File: src/design/sme_pkg.sv
`timescale 1ns / 1ps

package sme_pkg;

  // Default sizes of the stack, the local bank and the constant pool
  localparam int STACK_DEPTH_DEF = 1024;
  localparam int LOCAL_COUNT_DEF = 256;
  localparam int POOL_DEPTH_DEF  = 256;

  // Number of top-of-stack words held in flops
  localparam int TOS_REGS = 4;

  typedef enum logic [4:0] {
    OP_BIPUSH  = 5'd0,
    OP_ADD     = 5'd1,
    OP_SUB     = 5'd2,
    OP_AND     = 5'd3,
    OP_OR      = 5'd4,
    OP_DUP     = 5'd5,
    OP_SWAP    = 5'd6,
    OP_OUT     = 5'd7,
    OP_IN      = 5'd8,
    OP_GOTO    = 5'd9,
    OP_IFEQ    = 5'd10,
    OP_IFLT    = 5'd11,
    OP_ICMPEQ  = 5'd12,
    OP_LDC     = 5'd13,
    OP_STORE   = 5'd14,
    OP_LOAD    = 5'd15,
    OP_INC     = 5'd16,
    OP_WSTORE  = 5'd17,
    OP_WLOAD   = 5'd18,
    OP_WINC    = 5'd19,
    OP_POOLWR  = 5'd20
  } op_t;

  typedef enum logic [2:0] {
    ST_OK    = 3'd0,
    ST_UNDER = 3'd1,
    ST_OVER  = 3'd2,
    ST_INDEX = 3'd3,
    ST_BADOP = 3'd4
  } status_t;

  // Decoded instruction class
  typedef struct packed {
    logic [1:0] pops;
    logic [1:0] pushes;
    logic       bad;
    logic       loc;    // touches the local bank
    logic       pool;   // touches the constant pool
    logic       wide;   // 16-bit local index
  } dec_t;

endpackage

File: src/design/sme_decode.sv
`timescale 1ns / 1ps

module sme_decode (
  input  logic [4:0]    opcode,
  output sme_pkg::dec_t dec
);

  // Stack effect and resource class per opcode
  always_comb begin
    dec = '0;
    case (sme_pkg::op_t'(opcode))
      sme_pkg::OP_BIPUSH, sme_pkg::OP_IN: begin
        dec.pushes = 2'd1;
      end
      sme_pkg::OP_LDC: begin
        dec.pushes = 2'd1;
        dec.pool   = 1'b1;
      end
      sme_pkg::OP_LOAD: begin
        dec.pushes = 2'd1;
        dec.loc    = 1'b1;
      end
      sme_pkg::OP_WLOAD: begin
        dec.pushes = 2'd1;
        dec.loc    = 1'b1;
        dec.wide   = 1'b1;
      end
      sme_pkg::OP_ADD, sme_pkg::OP_SUB, sme_pkg::OP_AND, sme_pkg::OP_OR: begin
        dec.pops   = 2'd2;
        dec.pushes = 2'd1;
      end
      sme_pkg::OP_DUP: begin
        dec.pops   = 2'd1;
        dec.pushes = 2'd2;
      end
      sme_pkg::OP_SWAP: begin
        dec.pops   = 2'd2;
        dec.pushes = 2'd2;
      end
      sme_pkg::OP_OUT, sme_pkg::OP_IFEQ, sme_pkg::OP_IFLT: begin
        dec.pops = 2'd1;
      end
      sme_pkg::OP_STORE: begin
        dec.pops = 2'd1;
        dec.loc  = 1'b1;
      end
      sme_pkg::OP_WSTORE: begin
        dec.pops = 2'd1;
        dec.loc  = 1'b1;
        dec.wide = 1'b1;
      end
      sme_pkg::OP_ICMPEQ: begin
        dec.pops = 2'd2;
      end
      sme_pkg::OP_GOTO: begin
        dec = '0;
      end
      sme_pkg::OP_INC: begin
        dec.loc = 1'b1;
      end
      sme_pkg::OP_WINC: begin
        dec.loc  = 1'b1;
        dec.wide = 1'b1;
      end
      sme_pkg::OP_POOLWR: begin
        dec.pool = 1'b1;
      end
      default: begin
        dec.bad = 1'b1;
      end
    endcase
  end

endmodule

File: config.mk
export PLATFORM = sky130hd
export DESIGN_NAME = sme_decode
export DESIGN_NICKNAME = d
export VERILOG_FILES = /design/src/design/sme_pkg.sv /design/src/design/sme_decode.sv
export SDC_FILE = /design/constraint.sdc
export NUM_CORES = 1
export LEC_CHECK = 0
export BUFFER_PORTS_ARGS = -buffer_cell sky130_fd_sc_hd__buf_2
export CAP_MARGIN = 10
export CORE_AREA = 2 2 39 41
export DETAILED_ROUTE_END_ITERATION = 7
export DIE_AREA = 0 0 41 43
export GPL_TIMING_DRIVEN = 0
export SETUP_SLACK_MARGIN = 0.1
export SLEW_MARGIN = 20
export SYNTH_ARGS = -nofsm -noshare
export SYNTH_HDL_FRONTEND = slang
export SYNTH_SLANG_ARGS = --single-unit
File: constraint.sdc
create_clock -name vclk -period 0.91
set_input_delay 0.091 -clock vclk [all_inputs]
set_output_delay 0.091 -clock vclk [all_outputs]
set_load 0.02 [all_outputs]
==> metrics.cfg, run 1 <==
[outcome]
violations=negative setup slack
outcome=finished, violations left

[power_and_ir_drop]
power_frac_comb=1.000
switching_share=0.4914
p_leak_nw=0.1878
internal_power_mw=0.1247
total_power_mw=0.2452
peakVddDrop_mv=0.1779
cellPowerDensity_nw_per_um2=519.8
p_switching_mw=0.1205
clkPwrFrac=0
p_seq_frac=0

[yosys]
yosysTopAreaCell=o32ai_2
synth_cells=31
yosysSeqAreaShare=0
ys_types=22
synth_area_leaders=o32ai_2 8.1%, mux2_4 7.5%, nor2_1 7.5%
synth_nets=36
syn_area_sq_um=201.4
avgSynthCellArea_sq_um=6.498
synth_top_area_share=0.08075
ys_warn_count=0

[timing]
tightest_slew_ns=0.1983
fmax_mhz=1056
min_period_ns=0.9470
fin_setup_tns_ns=-0.05876
slew_viol_final=0
timing.final.ws_setup_ns=-0.03700
finalHoldViolCount=0
grt_setup_unrepaired=true
relSlewSlack=0.8678
setup_viol=3
finalCritPeriodShare=1.041

[critical_path]
crit_arrival_ns=0.86
crit_path_start_kind=input port
endpoint_kind=primary output
critPathMaxFanout=5
cp.required_ns=0.82
critPathKind=in -> out

[detailed_routing]
dr.pass1.iters=4
num_vias=276
wl_per_cell_um=11.65
drcViolationCount=0
routed_via_density=4.600
antenna_left=0
drt_iter0_drc=3
routed_wirelength_um=699

[floorplanning]
die_area_sq_um=1763
io_pins=13
start_util=0.1456
die_y_um=43
core-area_sq_um=1384
die_width_um=41
rows=14

[finish]
regArea_sq_um=0
layout.nets=51
clock_buffers=0
layout.cells.non_filler=60
n_antenna_cell=0
syn2layout_area_growth_pct=134.2
final_util=0.3409
drive_gt1_frac=0.7045
design.seq.count=0

[placement]
gp_congestion=0.6698
dp_cells=59
hpwl_um=438.5
port_buffers=12

[flow_run]
max-cap-violations=0

[global_routing]
grt_pass1_wl_um=986
antenna_found_initial=0
grt_max_degree=10
grt_usage=0.07393
grt_remaining_overflow=0
grt_pass1_vias=226

[cts]
post_cts_buffers=0

[min_path]
hp-class=in -> out
hold_depth=3

## critical path: stages
cell and delay, ns:
buf_8 0.11, buf_8 0.13, and3_4 0.15, a211oi_4 0.17
o2bb2ai_2 0.08, buf_6 0.13
## final timing paths
| path | startpoint | slack [ns] | endpoint |
|---|---|---|---|
| setup / recovery | opcode[0] | -0.04 | dec[4] |
| hold / removal | opcode[4] | 0.49 | dec[7] |
## cell usage after synthesis (all sizes together)
cell and number:
nor3b 1, nor3 2, a211oi 1, a21oi 2, nand2 3, nor2b 2, nand3b 1, and3b 1
buf 2, o21ai 3, nor2 4, inv 2, mux2 1, and3 1, o2bb2ai 1, nand2b 1
o32ai 1, a21boi 1, xnor2 1
## power groups by stage
stage	registers (mW)	clock network (mW)	logic (mW)
finish	0	0	0.245
global placement	0	0	0.163
floorplan	0	0	0.115
global route	0	0	0.261
detailed placement	0	0	0.165
CTS	0	0	0.220
## layer usage
layer,vias up,global-route usage,share of wire,routed length [um]
met5,-,0,0,0
met4,0,0,0,0
met3,0,0,0.063,44
met2,9,0.1156,0.51,357
met1,133,0.1171,0.42,297
li1,134,-,-,-
## cell usage in the layout (no fill, tap or decap)
master,n
nor2_2,1
nor2_4,1
nor3_2,1
nand2b_1,1
buf_16,1
inv_1,2
and3_4,1
buf_8,4
nor3b_2,1
buf_4,6
nor2_1,2
a21oi_2,2
xnor2_1,1
nand2_2,2
nor3_4,1
buf_6,4
o21ai_4,1
mux2_4,1
a21boi_1,1
o32ai_4,1
nand2_1,1
nor2b_1,1
nor2b_2,1
o2bb2ai_2,1
a211oi_4,1
o21ai_1,2
and3b_1,1
nand3b_1,1
## area by class of cell
type / count / area, sq um
fillers: 147 / 912.1
well taps: 16 / 20.02
plain buffers: 2 / 30.03
multi-input cells: 27 / 266.5
inverters: 2 / 7.507
repair buffers: 13 / 147.6
## per-stage QoR
stage | cell area, sq um | setup WS, ns | hold WS [ns]
6_report | 471.7 | -0.03700 | 0.4885
5_1_grt | 471.7 | -0.07609 | 0.5036
4_1_cts | 431.7 | -0.05669 | 0.4886
3_5_place_dp | 326.6 | -0.1385 | 0.5030
3_3_place_gp | 326.6 | -0.1427 | 0.5004
2_1_floorplan | 246.5 | 0.05083 | 0.2237
## logic make-up after synthesis
| kind of cell | count (synthesis) | share of synthesized area |
|---|---|---|
| compound gates | 9 | 0.3230 |
| xor+xnor | 1 | 0.04349 |
| buf+inv | 4 | 0.09938 |
| mux | 1 | 0.07451 |
| simple gates | 16 | 0.4597 |
## timing repair
item,CTS,global route
hold buffers,0,0
gates cloned,1,0
gates resized for setup,27,8
pin swaps,4,4
setup endpoints to repair,8,8
(Power assumes the default switching activity.)
==> inputs of run 2 (changes only) <==
- REMOVE_ABC_BUFFERS: default -> 1
==> run 2 against run 1 <==
- the run now ends clean
- cell area decreased by 17%
- sequential share of layout area stayed put
- sequential cell count is the same
- non-clock buffer count grew 1
- critical path type unchanged
- largest cell class unchanged
- highest routed layer unchanged
==> metrics.cfg, run 2 (synthesis results as in run 1) <==
[outcome]
outcome=finished clean

[detailed_routing]
routed_wirelength_um=601  ; -14%
drt_iter0_drc=0  ; -3
drcViolationCount=0  ; unchanged
routed_via_density=4.393  ; -4.5%
antenna_left=0  ; unchanged
dr.pass1.iters=1  ; -3
num_vias=268  ; -2.9%
wl_per_cell_um=9.852  ; -15%

[finish]
drive_gt1_frac=0.5778  ; -0.1268
layout_common_cells=8 x buf_4, 3 x o21ai_1, 3 x nor2_1, 3 x buf_2
layout.nets=52  ; +2.0%
final_util=0.2839  ; -0.05696
final_common_cell=buf_4
syn2layout_area_growth_pct=95.03
n_antenna_cell=0  ; unchanged
clock_buffers=0  ; unchanged
layout.cells.non_filler=61  ; +1.7%
design.seq.count=0  ; unchanged
multiInputGateArea_sq_um=212.7  ; -20%
fin_area_sq_um=392.9  ; -17%
fillers=159  ; +8.2%
regArea_sq_um=0  ; unchanged

[floorplanning]
die_y_um=43  ; unchanged
rows=14  ; unchanged
die_area_sq_um=1763  ; unchanged
io_pins=13  ; unchanged
die_width_um=41  ; unchanged
start_util=0.1456  ; unchanged
core-area_sq_um=1384  ; unchanged

[placement]
gp_congestion=0.7228  ; +7.9%
port_buffers=13  ; +1
dp_cells=58  ; -1.7%
place_ws_ns=-0.1549  ; -0.01645 ns
placed_area_sq_um=274.0  ; -16%
hpwl_um=414.6  ; -5.5%

[timing]
timing.final.ws_setup_ns=0.001945  ; +0.03895 ns
setup_viol=0  ; -3
relSlewSlack=0.8661  ; -0.001706
tightest_slew_ns=0.1994  ; +0.001024 ns
whs_ns=0.4822  ; -0.006274 ns
min_period_ns=0.9081  ; -0.03895 ns
grt_setup_unrepaired=true
finalCritPeriodShare=0.9979  ; -0.04280
fmax_mhz=1101  ; +4.3%
finalHoldViolCount=0  ; unchanged
fin_setup_tns_ns=0  ; +0.05876 ns
slew_viol_final=0  ; unchanged

[critical_path]
endpoint_kind=primary output
crit_arrival_ns=0.82  ; -0.04 ns
critPathMaxFanout=8  ; +3
critPathLaunch=opcode[2]
cp.required_ns=0.82  ; about the same
critPathKind=in -> out
crit_path_start_kind=input port

[power_and_ir_drop]
peakVddDrop_mv=0.1625  ; -8.7%
p_leak_nw=0.1785  ; -5.0%
cellPowerDensity_nw_per_um2=495.7  ; -4.6%
total_power_mw=0.1948  ; -21%

[global_routing]
grt_usage=0.07193  ; -0.001998
grt_pass1_vias=228  ; +0.88%
antenna_found_initial=0  ; unchanged
grt_pass1_wl_um=966  ; -2.0%
grt_max_degree=12  ; +2
grt_remaining_overflow=0  ; unchanged

[min_path]
hp-class=in -> out
hold_start=opcode[3]

[flow_run]
max-cap-violations=0  ; unchanged

[cts]
postCtsHoldBufs=0  ; unchanged

-- run 2: cell types whose count changed in the layout (fill, tap and decap cells not counted), sizes merged --
cell,change
buf,+1
-- run 2: power breakdown --
part / internal (mW) / switching, mW
combinational: 0.0989 / 0.0958
clock: 0 / 0
sequential: 0 / 0
total: 0.0989 / 0.0958
-- run 2: per-layer routing --
layer  part of all wire  track usage  vias to the layer above
li1                   -            -                      141
met1               0.45       0.1076                      118
met2               0.48       0.1188                        9
met3              0.067            0                        0
met4                  0            0                        0
met5                  0            0                        -
-- run 2: worst max-delay path, stage by stage --
cell     delay (ns)
buf_12         0.11
nand2_4        0.06
mux2_4         0.29
o32ai_2        0.09
buf_4          0.18
-- run 2: area by class of cell --
cell class / count / share of cell area
Multi-Input combinational cell: 27 / 0.5414
Timing Repair Buffer: 16 / 0.3885
Tap cell: 16 / 0.05096
Inverter: 2 / 0.01911
-- run 2: path summary, 6_finish.rpt --
| path | endpoint | slack [ns] | cells after the start |
|---|---|---|---|
| min | dec[5] | 0.48 | 3 |
| max | dec[6] | 0.002 | 5 |
-- run 2: what timing repair did --
action	in CTS	in global routing
resized for setup	26	4
pin swaps	6	1
setup buffers	3	0
endpoints found under the setup margin	8	7
==> inputs of run 3 (changes only) <==
- CORE_AREA: 2 2 39 41 -> 10 10 47 49
- DIE_AREA: 0 0 41 43 -> 0 0 57 59
==> run 3 against run 2 <==
- routed wire length grew 22%
- cell area grew 16%
- global-route usage shrank 3.0 points
- combinational power grew 17%
- die area grew 91%
- first-iteration DRC count grew 2
- critical path depth is the same
- highest routed layer unchanged
==> metrics.cfg, run 3 (synthesis results as in run 1) <==
[placement]
port_buffers=13  ; unchanged
hpwl_um=527.4  ; +27%
gp_congestion=0.6520  ; -9.8%
placed_area_sq_um=274.0  ; unchanged

[critical_path]
critPathKind=in -> out
endpoint_kind=primary output
path_cells=buf_12 -> nand2_4 -> mux2_4 -> o32ai_4 -> buf_6
path_delay_family=multiplexers
crit_path_start_kind=input port
cp.required_ns=0.82  ; about the same
crit_arrival_ns=0.82  ; about the same
slowest_stage=mux2_4
cpPeakStageDelay_ns=0.30  ; about the same
critPathMaxFanout=7  ; -1
critPathLaunch=opcode[2]
cp_num_buf_inv=2  ; unchanged

[detailed_routing]
drt_iter0_drc=2  ; +2
dr.pass1.iters=2  ; +1
routed_via_density=4.492  ; +2.2%
antenna_left=0  ; unchanged
drcViolationCount=0  ; unchanged
num_vias=283  ; +5.6%
wl_per_cell_um=11.67  ; +18%
routed_wirelength_um=735  ; +22%

[floorplanning]
io_pins=13  ; unchanged
core-area_sq_um=1401  ; +1.3%
die_width_um=57  ; +39%
die_area_sq_um=3363  ; +91%
rows=14  ; unchanged
die_y_um=59  ; +37%
start_util=0.1437  ; -0.001820

[timing]
finalCritPeriodShare=0.9984  ; about the same
grt_setup_unrepaired=true
setup_viol=0  ; unchanged
relSlewSlack=0.8681  ; +0.002055
tightest_slew_ns=0.1978  ; -0.001548 ns
fmax_mhz=1101  ; about the same
min_period_ns=0.9085  ; +0.0004464 ns
slew_viol_final=0  ; unchanged
finalHoldViolCount=0  ; unchanged

[finish]
drive_gt1_frac=0.7021  ; +0.1243
layout_common_cells=8 x buf_4, 5 x buf_6, 3 x nor2_1
clock_buffers=0  ; unchanged
n_antenna_cell=0  ; unchanged
layout.nets=54  ; +3.8%
fin_area_sq_um=456.7  ; +16%
fillers=171  ; +7.5%
design.seq.count=0  ; unchanged
final_common_cell=buf_4
syn2layout_area_growth_pct=126.7
regArea_sq_um=0  ; unchanged

[power_and_ir_drop]
p_leak_nw=0.2015  ; +13%
total_power_mw=0.2292  ; +18%
peakVddDrop_mv=0.2027  ; +25%
cellPowerDensity_nw_per_um2=501.9  ; +1.3%

[flow_run]
max-cap-violations=0  ; unchanged

[global_routing]
antenna_found_initial=0  ; unchanged
grt_pass1_wl_um=1276  ; +32%
grt_pass1_vias=309  ; +36%
grt_usage=0.04222  ; -0.02970
grt_remaining_overflow=0  ; unchanged
grt_max_degree=12  ; unchanged

[min_path]
hp-class=in -> out
hold_start=opcode[3]

[cts]
postCtsHoldBufs=0  ; unchanged

[outcome]
outcome=finished clean

==> run 3: cell count changes in the layout (fill, tap and decap cells not counted), sizes merged <==
| cell | previous run | this run |
|---|---|---|
| buf | 16 | 18 |
==> run 3: what timing repair did <==
item / 4_1_cts / 5_1_grt
pin swaps: 6 / 4
buffers inserted: 5 / 0
resized for setup: 24 / 18
setup endpoints to repair: 8 / 8
==> run 3: metrics by stage <==
stage / hold slack (ns) / util / std cells / setup WS (ns) / setup TNS, ns
after floorplan: 0.2331 / - / 29 / 0.09688 / 0
after global placement: 0.5420 / 0.1955 / 58 / -0.1538 / -0.3018
after detailed placement: 0.5472 / 0.1955 / 58 / -0.1687 / -0.3587
after CTS: 0.4909 / 0.2777 / 63 / -0.01529 / -0.01529
after global routing: 0.5010 / 0.3259 / 63 / -0.03998 / -0.07680
final: 0.4842 / 0.3259 / 63 / 0.001498 / 0
==> run 3: path summary, 6_finish.rpt <==
check,end,cells after the start
hold / removal,dec[5],3
setup / recovery,dec[6],5
==> run 3: metal layers <==
layer	wire, um	track usage
met1	307	0.05183
met2	379	0.07907
met3	48	0.006438
met4	0	0
met5	0	0
==> run 3: final cells by class <==
type | count | area, sq um | area share
timing repair buffer | 18 | 181.4 | 0.3973
inverter | 2 | 7.507 | 0.01644
multi-input combinational | 27 | 247.7 | 0.5425
tap | 16 | 20.02 | 0.04384
==> run 3: report_power, final <==
part	internal (mW)	total, mW	leakage [nW]	switching (mW)
combinational	0.119	0.229	0.201	0.111
sequential	0	0	0	0
clock	0	0	0	0
total	0.119	0.229	0.201	0.111
==> run 3: tightest hold or removal path: cells and delay by family <==
kind / cells / cell delay, ns
buffers and inverters: 2 / 0.26
and+or+nand+nor: 1 / 0.04
